--- src/rtl/hb_pkg.sv ---
// shared constants and types for the binary heap builder
`timescale 1ns / 1ps

package hb_pkg;

  localparam int CAPACITY_DEF = 64;
  localparam int DATA_W       = 32;

  // configuration register indexes
  localparam logic REG_HEAP_ORDER   = 1'b0;
  localparam logic REG_BUILD_METHOD = 1'b1;

  // request to the shared compare unit: does a rank above b
  typedef struct packed {
    logic signed [DATA_W-1:0] a;
    logic signed [DATA_W-1:0] b;
    logic                     min_heap;
  } cmp_req_t;

endpackage

--- src/rtl/hb_ram.sv ---
// generic single write port, single read port ram with registered read
`timescale 1ns / 1ps

module hb_ram #(
  parameter int WIDTH = 32,
  parameter int DEPTH = 64
) (
  input  logic                     clk,
  input  logic                     we,
  input  logic [$clog2(DEPTH)-1:0] waddr,
  input  logic [WIDTH-1:0]         wdata,
  input  logic [$clog2(DEPTH)-1:0] raddr,
  output logic [WIDTH-1:0]         rdata
);

  logic [WIDTH-1:0] mem [DEPTH];

  always_ff @(posedge clk) begin
    if (we) begin
      mem[waddr] <= wdata;
    end
    rdata <= mem[raddr];
  end

endmodule

--- src/rtl/hb_cmp.sv ---
// shared strict compare unit for max-heap or min-heap ordering
`timescale 1ns / 1ps

module hb_cmp (
  input  hb_pkg::cmp_req_t req,
  output logic             above
);

  always_comb begin
    if (req.min_heap) begin
      above = $signed(req.a) < $signed(req.b);
    end else begin
      above = $signed(req.a) > $signed(req.b);
    end
  end

endmodule

--- src/rtl/binary_heap_builder_core.sv ---
// binary heap builder: load, in-place heap build, in-order emission
//
//   channel  | handshake             | word
//   ---------+-----------------------+------------------------------------------
//   input    | in_valid / in_ready   | element_value, last_item
//   output   | out_valid / out_ready | heap_value, final_result, overflow_seen
//   config   | cfg_we                | cfg_index, cfg_data
//
// loading accepts one word per cycle; the build starts on the word marked last.
// build speed is bound by the element ram (one read, one write port) and the one
// compare unit: insertion raises each element level by level, sift-down
// sinks each middle node comparing both children, emission reads each result
// and waits for a free output register. in_ready is low from the last word until
// the final result is in the output register. reset clears counts and state.
`timescale 1ns / 1ps

module binary_heap_builder_core #(
  parameter int CAPACITY = hb_pkg::CAPACITY_DEF
) (
  input  logic                            clk,
  input  logic                            rst,
  input  logic                            cfg_we,
  input  logic                            cfg_index,
  input  logic [0:0]                      cfg_data,
  input  logic                            in_valid,
  output logic                            in_ready,
  input  logic signed [hb_pkg::DATA_W-1:0] element_value,
  input  logic                            last_item,
  output logic                            out_valid,
  input  logic                            out_ready,
  output logic signed [hb_pkg::DATA_W-1:0] heap_value,
  output logic                            final_result,
  output logic                            overflow_seen
);

  localparam int AW = $clog2(CAPACITY);
  localparam int CW = $clog2(CAPACITY + 1);
  localparam int XW = AW + 2;
  localparam logic [CW-1:0] CAP_C = CW'(CAPACITY);

  typedef enum logic [3:0] {
    LOAD, INS_NEXT, INS_GET, INS_STEP, INS_CMP,
    SFT_NEXT, SFT_GET, SFT_STEP, SFT_CMPL, SFT_CMPR, SFT_END,
    EMIT_RD, EMIT_PUT
  } state_t;

  state_t state;

  logic                      heap_order;
  logic                      build_method;
  logic                      min_heap;
  logic [CW-1:0]             elem_count;
  logic                      dropped;
  logic [CW-1:0]             n_items;
  logic                      ovf_load;
  logic [CW-1:0]             idx;
  logic [AW-1:0]             pos;
  logic [AW-1:0]             up;
  logic [AW-1:0]             bpos;
  logic                      moved;
  logic [hb_pkg::DATA_W-1:0] cur;
  logic [hb_pkg::DATA_W-1:0] bval;

  logic                      in_fire;
  logic                      has_room;
  logic [CW-1:0]             count_next;
  logic [CW-1:0]             idx_dec;
  logic [AW-1:0]             parent;
  logic [XW-1:0]             left_x;
  logic [XW-1:0]             right_x;
  logic [XW-1:0]             n_x;
  logic                      left_in;
  logic                      right_in;
  logic                      out_free;
  logic                      emit_last;

  logic                      ram_we;
  logic [AW-1:0]             ram_waddr;
  logic [hb_pkg::DATA_W-1:0] ram_wdata;
  logic [AW-1:0]             ram_raddr;
  logic [hb_pkg::DATA_W-1:0] ram_rdata;

  hb_pkg::cmp_req_t          cmp_req;
  logic                      cmp_above;

  assign in_ready   = (state == LOAD);
  assign in_fire    = in_valid && in_ready;
  assign has_room   = (elem_count < CAP_C);
  assign count_next = has_room ? elem_count + CW'(1) : elem_count;
  assign idx_dec    = idx - CW'(1);
  assign parent     = (pos - AW'(1)) >> 1;
  assign left_x     = (XW'(pos) << 1) | XW'(1);
  assign right_x    = left_x + XW'(1);
  assign n_x        = XW'(n_items);
  assign left_in    = (left_x < n_x);
  assign right_in   = (right_x < n_x);
  assign out_free   = !out_valid || out_ready;
  assign emit_last  = (idx + CW'(1) == n_items);

  hb_ram #(
    .WIDTH (hb_pkg::DATA_W),
    .DEPTH (CAPACITY)
  ) u_store (
    .clk   (clk),
    .we    (ram_we),
    .waddr (ram_waddr),
    .wdata (ram_wdata),
    .raddr (ram_raddr),
    .rdata (ram_rdata)
  );

  hb_cmp u_cmp (
    .req   (cmp_req),
    .above (cmp_above)
  );

  // compare operand selection
  always_comb begin
    cmp_req.min_heap = min_heap;
    cmp_req.a        = cur;
    cmp_req.b        = ram_rdata;
    case (state)
      SFT_CMPL: begin
        cmp_req.a = ram_rdata;
        cmp_req.b = cur;
      end
      SFT_CMPR: begin
        cmp_req.a = ram_rdata;
        cmp_req.b = bval;
      end
      default: begin
        cmp_req.a = cur;
        cmp_req.b = ram_rdata;
      end
    endcase
  end

  // ram read address
  always_comb begin
    case (state)
      INS_NEXT: ram_raddr = idx[AW-1:0];
      INS_STEP: ram_raddr = parent;
      SFT_NEXT: ram_raddr = idx_dec[AW-1:0];
      SFT_STEP: ram_raddr = left_x[AW-1:0];
      SFT_CMPL: ram_raddr = right_x[AW-1:0];
      EMIT_RD:  ram_raddr = idx[AW-1:0];
      EMIT_PUT: ram_raddr = idx[AW-1:0];
      default:  ram_raddr = '0;
    endcase
  end

  // ram write port; moves use a hole that carries the element being placed
  always_comb begin
    ram_we    = 1'b0;
    ram_waddr = pos;
    ram_wdata = cur;
    case (state)
      LOAD: begin
        ram_we    = in_fire && has_room;
        ram_waddr = elem_count[AW-1:0];
        ram_wdata = element_value;
      end
      INS_STEP: begin
        ram_we = (pos == '0);
      end
      INS_CMP: begin
        ram_we    = 1'b1;
        ram_wdata = cmp_above ? ram_rdata : cur;
      end
      SFT_STEP: begin
        ram_we = !left_in;
      end
      SFT_END: begin
        ram_we    = 1'b1;
        ram_wdata = moved ? bval : cur;
      end
      default: begin
        ram_we = 1'b0;
      end
    endcase
  end

  always_ff @(posedge clk) begin
    if (rst) begin
      state        <= LOAD;
      heap_order   <= 1'b0;
      build_method <= 1'b0;
      min_heap     <= 1'b0;
      elem_count   <= '0;
      dropped      <= 1'b0;
      n_items      <= '0;
      ovf_load     <= 1'b0;
      idx          <= '0;
      pos          <= '0;
      out_valid    <= 1'b0;
    end else begin
      if (cfg_we) begin
        case (cfg_index)
          hb_pkg::REG_HEAP_ORDER:   heap_order   <= cfg_data[0];
          hb_pkg::REG_BUILD_METHOD: build_method <= cfg_data[0];
          default: ;
        endcase
      end

      // in the put state the output register is reloaded below instead
      if (out_valid && out_ready && state != EMIT_PUT) begin
        out_valid <= 1'b0;
      end

      case (state)
        LOAD: begin
          if (in_fire) begin
            if (last_item) begin
              n_items    <= count_next;
              ovf_load   <= dropped || !has_room;
              min_heap   <= heap_order;
              elem_count <= '0;
              dropped    <= 1'b0;
              if (build_method) begin
                idx   <= count_next >> 1;
                state <= SFT_NEXT;
              end else begin
                idx   <= CW'(1);
                state <= INS_NEXT;
              end
            end else begin
              elem_count <= count_next;
              dropped    <= dropped || !has_room;
            end
          end
        end

        INS_NEXT: begin
          if (idx >= n_items) begin
            idx   <= '0;
            state <= EMIT_RD;
          end else begin
            state <= INS_GET;
          end
        end

        INS_GET: begin
          cur   <= ram_rdata;
          pos   <= idx[AW-1:0];
          state <= INS_STEP;
        end

        INS_STEP: begin
          if (pos == '0) begin
            idx   <= idx + CW'(1);
            state <= INS_NEXT;
          end else begin
            up    <= parent;
            state <= INS_CMP;
          end
        end

        INS_CMP: begin
          if (cmp_above) begin
            pos   <= up;
            state <= INS_STEP;
          end else begin
            idx   <= idx + CW'(1);
            state <= INS_NEXT;
          end
        end

        SFT_NEXT: begin
          if (idx == '0) begin
            state <= EMIT_RD;
          end else begin
            idx   <= idx_dec;
            pos   <= idx_dec[AW-1:0];
            state <= SFT_GET;
          end
        end

        SFT_GET: begin
          cur   <= ram_rdata;
          state <= SFT_STEP;
        end

        SFT_STEP: begin
          if (left_in) begin
            state <= SFT_CMPL;
          end else begin
            state <= SFT_NEXT;
          end
        end

        SFT_CMPL: begin
          bval  <= cmp_above ? ram_rdata : cur;
          bpos  <= left_x[AW-1:0];
          moved <= cmp_above;
          state <= right_in ? SFT_CMPR : SFT_END;
        end

        SFT_CMPR: begin
          if (cmp_above) begin
            bval  <= ram_rdata;
            bpos  <= right_x[AW-1:0];
            moved <= 1'b1;
          end
          state <= SFT_END;
        end

        SFT_END: begin
          if (moved) begin
            pos   <= bpos;
            state <= SFT_STEP;
          end else begin
            state <= SFT_NEXT;
          end
        end

        EMIT_RD: begin
          state <= EMIT_PUT;
        end

        EMIT_PUT: begin
          if (out_free) begin
            out_valid     <= 1'b1;
            heap_value    <= ram_rdata;
            final_result  <= emit_last;
            overflow_seen <= ovf_load;
            idx           <= idx + CW'(1);
            state         <= emit_last ? LOAD : EMIT_RD;
          end
        end

        default: begin
          state <= LOAD;
        end
      endcase
    end
  end

  // the count never passes the store depth
  a_count_bound: assert property (@(posedge clk) disable iff (rst)
    elem_count <= CAP_C)
    else $error("element count beyond capacity");

  // a drop only happens once the store is full
  a_drop_full: assert property (@(posedge clk) disable iff (rst)
    dropped |-> elem_count == CAP_C)
    else $error("drop flagged with room left");

  // a stored word that is not last advances the count by one
  a_count_step: assert property (@(posedge clk) disable iff (rst)
    in_fire && !last_item && has_room |=> elem_count == $past(elem_count) + CW'(1))
    else $error("count did not advance on store");

endmodule

--- config.mk ---
export PLATFORM = sky130hd
export DESIGN_NAME = binary_heap_builder_core
export DESIGN_NICKNAME = d
export VERILOG_FILES = /design/src/rtl/hb_pkg.sv /design/src/rtl/hb_ram.sv /design/src/rtl/hb_cmp.sv /design/src/rtl/binary_heap_builder_core.sv
export SDC_FILE = /design/constraint.sdc
export NUM_CORES = 2
export LEC_CHECK = 0
export BUFFER_PORTS_ARGS = -buffer_cell sky130_fd_sc_hd__buf_2
export CORE_MARGIN = 2
export CORE_UTILIZATION = 35
export DETAILED_ROUTE_END_ITERATION = 12
export PLACE_DENSITY = 0.48
export SYNTH_ARGS = -nofsm -noshare
export SYNTH_HDL_FRONTEND = slang
export SYNTH_SLANG_ARGS = --single-unit
--- constraint.sdc ---
create_clock -name clk -period 10.3 [get_ports clk]
set_input_delay 1.03 -clock clk [delete_from_list [all_inputs] [get_ports clk]]
set_output_delay 1.03 -clock clk [all_outputs]
set_load 0.005 [all_outputs]
==> impl_results.md <==
* Switching share of power at a little over a third
* Max-slew violations at 0
* Final instance area at 102000 sq um
* Antenna violations before repair at 19
* Top cell by count, worst path: buf_4
* Slew @ Worst Pin at 1.27 ns
* Pre-Repair DR Iteration Count at 7
* H-tree depth at 4
* Peak supply drop at approximately 0.0003 V
* Fill count at 22438
* Flop pwr share at 42.8%
* Tot GR Track Use at 21.3%
* WL per Instance at 33.3 um
* Maximum buffer depth of the clock tree at 3
* Final setup fails at 0
* Kind of critical path: reg2reg
* Worst skew pair latency at 0.90 ns
* Critical path's top delay family: compound AO/OA/AOI/OAI gates
* Post-layout util at about two fifths
* Die area at 258000 sq um
* Most used DFF post-synth: edfxtp_1
* Clock root buffer: clkbuf_16
* Worst-path clk slew at 0.06 ns
* Vias at 47573
* Ys Warns at 0
* Width of the die at 508 um
* Final Hold Viols at 0
* Row count at around 180
* Worst path required time at 10.91 ns
* Fmax at 135 MHz
* Post-Syn Area at 88800 sq um
* GRT overflow at 0
* Placer Congestion at 0.840
* Detailed Place HPWL at 154000 um
* Worst Hold Class: in2reg
* Placement Cell Area at 94600 sq um
* P per Cell Area at 298 nW/um^2
* Net Switching at 0.0105 W
* Post-Synthesis Cells at around 4600
* RSZ-0062 raised after global routing: false
* Synth cell types at 85
* Fin crit period at about 7.4 ns
* Layout cell share with drive strength beyond 1 at 25.9%
* PnR Total Power at 0.0303 W
* Antenna Violating Nets Remaining at 0
* P_int at slightly below 0.02 W
* Largest net degree at the start of global routing at a little over 80
* Final net count at 4874
* Initial DRC count at 5242
* Setup slack, reg-to-reg at 2.90 ns
* Buf+Inv Stages, Crit Path at 5
* CTS tree: yes
* Clock share of power at a little over a quarter
* Synth top area share at 73.0%
* Critical Path Fanout Max at 49
* Max incr delay on CP at 0.92 ns
* First-pass GRT wire length at approximately 390000 um
* CTS Buf Count at 230
* Most frequent cells in the layout: 2158 x edfxtp_1, 508 x mux4_2, 233 x clkbuf_16, 226 x nand2_1, 175 x buf_4
* Synth area leaders: edfxtp_1 73%, mux4_2 13%, dfxtp_1 1.6%, nand4_1 0.99%, nand2_1 0.96%
* Core area at 252000 sq um
* Sequential share of the synthesized area at 74.6%
* Critical Path Sink Type: flop
* Hold_buf cts at 0
* CP max-delay cell: o21ai_4
* Post-route setup TNS at 0 ns
* Post-cts gate resize count at 0
* Max Cap Violations at 0
* WL final at around 280000 um
* Slew HR at 14.6%
* Die height at between 500 and 600 um
* Setup ws final at around 2.9 ns
* Pre-CTS WS at 2.89 ns
* Period Utilization, post-route at 71.9%
* Layout area overhead at 14.7%
* CP Cell Sequence: inv_2 > nand2_2 > buf_4 > nor2_1 > a21oi_1 > ha_1 > and3_1 > a211oi_1 > a21oi_1 > o31ai_1 > or3b_2 > a21oi_1 > nor4_2 > buf_4 > buf_4 > o21ai_4 > buf_4
* Clock net sink count at 2227
* Post-CTS Setup Bufs at 0
* Yosys reg bits at roughly 2200
* Net Count, Synth at about 4700
* Clock skew at 0.0503 ns
* Cell taking the most area after synthesis: edfxtp_1
* Fraction of registers with async set/reset at 0%
* Post-synth EDFFs at 2158
* Startpoint Class: flop
* Leak at 31.8 nW
* Residual DRC at 0
* Vias in the first global route at 47440
* I/O pins at 76
* Via-to-Cell Ratio at approximately 5.7
* Starting Density at 35.2%
* Data arrival time of the worst path at between 8 and 9 ns
* Commonest non-fill, non-tap cell in the layout: edfxtp_1
* Status: completed
* Comb power frac at between 30% and 40%
* PortBufs at 75
* Syn Area/Cell at 19.4 sq um
==> cells by family (layout without fill, tap and decap cells) <==
kind of cell | Yosys count | after routing | share of synthesized area, %
AO/OA/AOI/OAI | 401 | 401 | 3.25
XOR/XNOR | 31 | 31 | 0.352
adder cells (fa/ha/maj) | 56 | 56 | 0.789
buffers and inverters | 316 | 708 | 1.55
flip-flops | 2227 | 2227 | 74.6
multiplexers | 619 | 619 | 14.2
other | 0 | 7 | 0
AND/OR/NAND/NOR | 930 | 930 | 5.28
==> sequential cells by signal, summed over array words and instances (netlist names), 7 cells and up <==
name and flops:
idx 7, bval 32, u_store.mem 2048, elem_count 7, heap_value 32, n_items 7
u_store.rdata 32, cur 32
==> power by group through the flow <==
stage	combinational [W]	clock, W	sequential [W]
2_1_floorplan	0.00494	0	0.0133
3_3_place_gp	0.00930	0	0.0131
3_5_place_dp	0.00944	0	0.0131
4_1_cts	0.00943	0.00817	0.0130
5_1_grt	0.00990	0.00851	0.0130
6_report	0.00931	0.00801	0.0130
==> worst min-delay path: stages <==
cell	delay, ns
buf_2	0.09
mux2i_1	0.06
nor2_1	0.07
==> final timing paths <==
| check | startpoint | to | depth (start not counted) |
|---|---|---|---|
| min | cfg_data | heap_order | 3 |
| max reg2reg | state[1] | u_store.mem[37][10] | 17 |
| max | state[1] | u_store.mem[37][10] | 17 |
| min reg2reg | ovf_load | overflow_seen | 0 |
==> final cells by class <==
cell class / count / area [sq um] / share of cell area [%]
Sequential cell: 2227 / 66200 / 65.0
Inverter: 24 / 90.1 / 0.0885
Clock inverter: 104 / 893 / 0.878
Multi-Input combinational cell: 2037 / 22300 / 21.9
Tap cell: 3348 / 4190 / 4.12
Clock buffer: 322 / 6240 / 6.13
Antenna cell: 7 / 17.5 / 0.0172
Timing Repair Buffer: 258 / 1850 / 1.82
==> cells in the mapped netlist (8+ instances only) <==
| library cell | n |
|---|---|
| a22o_1 | 64 |
| and3_1 | 41 |
| edfxtp_1 | 2158 |
| a21oi_1 | 104 |
| nor2_1 | 182 |
| nand2b_1 | 9 |
| ha_1 | 56 |
| mux2_2 | 66 |
| dfxtp_1 | 69 |
| nand2_1 | 227 |
| nand4_1 | 140 |
| nor2b_1 | 72 |
| inv_1 | 23 |
| nand3_1 | 152 |
| xnor2_1 | 16 |
| buf_1 | 33 |
| nor4_1 | 40 |
| o21ai_0 | 64 |
| o31ai_1 | 10 |
| mux2i_1 | 45 |
| buf_2 | 80 |
| a32oi_1 | 33 |
| a21o_1 | 9 |
| and2_1 | 8 |
| a211oi_1 | 18 |
| nor3_1 | 20 |
| xor2_1 | 12 |
| clkbuf_1 | 159 |
| buf_4 | 15 |
| mux4_2 | 508 |
| a222oi_1 | 33 |
==> routing by layer <==
| layer | GRT usage, % | routed length [um] | vias up |
|---|---|---|---|
| li1 | - | - | 19408 |
| met1 | 30.3 | 121000 | 26074 |
| met3 | 3.17 | 17700 | 323 |
| met4 | 4.78 | 5450 | 10 |
| met5 | 0 | 60 | - |
| met2 | 34.7 | 134000 | 1758 |
==> through the flow <==
| stage | cells | hold slack [ns] |
|---|---|---|
| floorplan | 4580 | 0.409 |
| global placement | 7894 | 0.419 |
| detailed placement | 7894 | 0.423 |
| CTS | 8320 | 0.355 |
| global route | 8322 | 0.406 |
| finish | 8327 | 0.425 |
(Power assumes the default switching activity.)
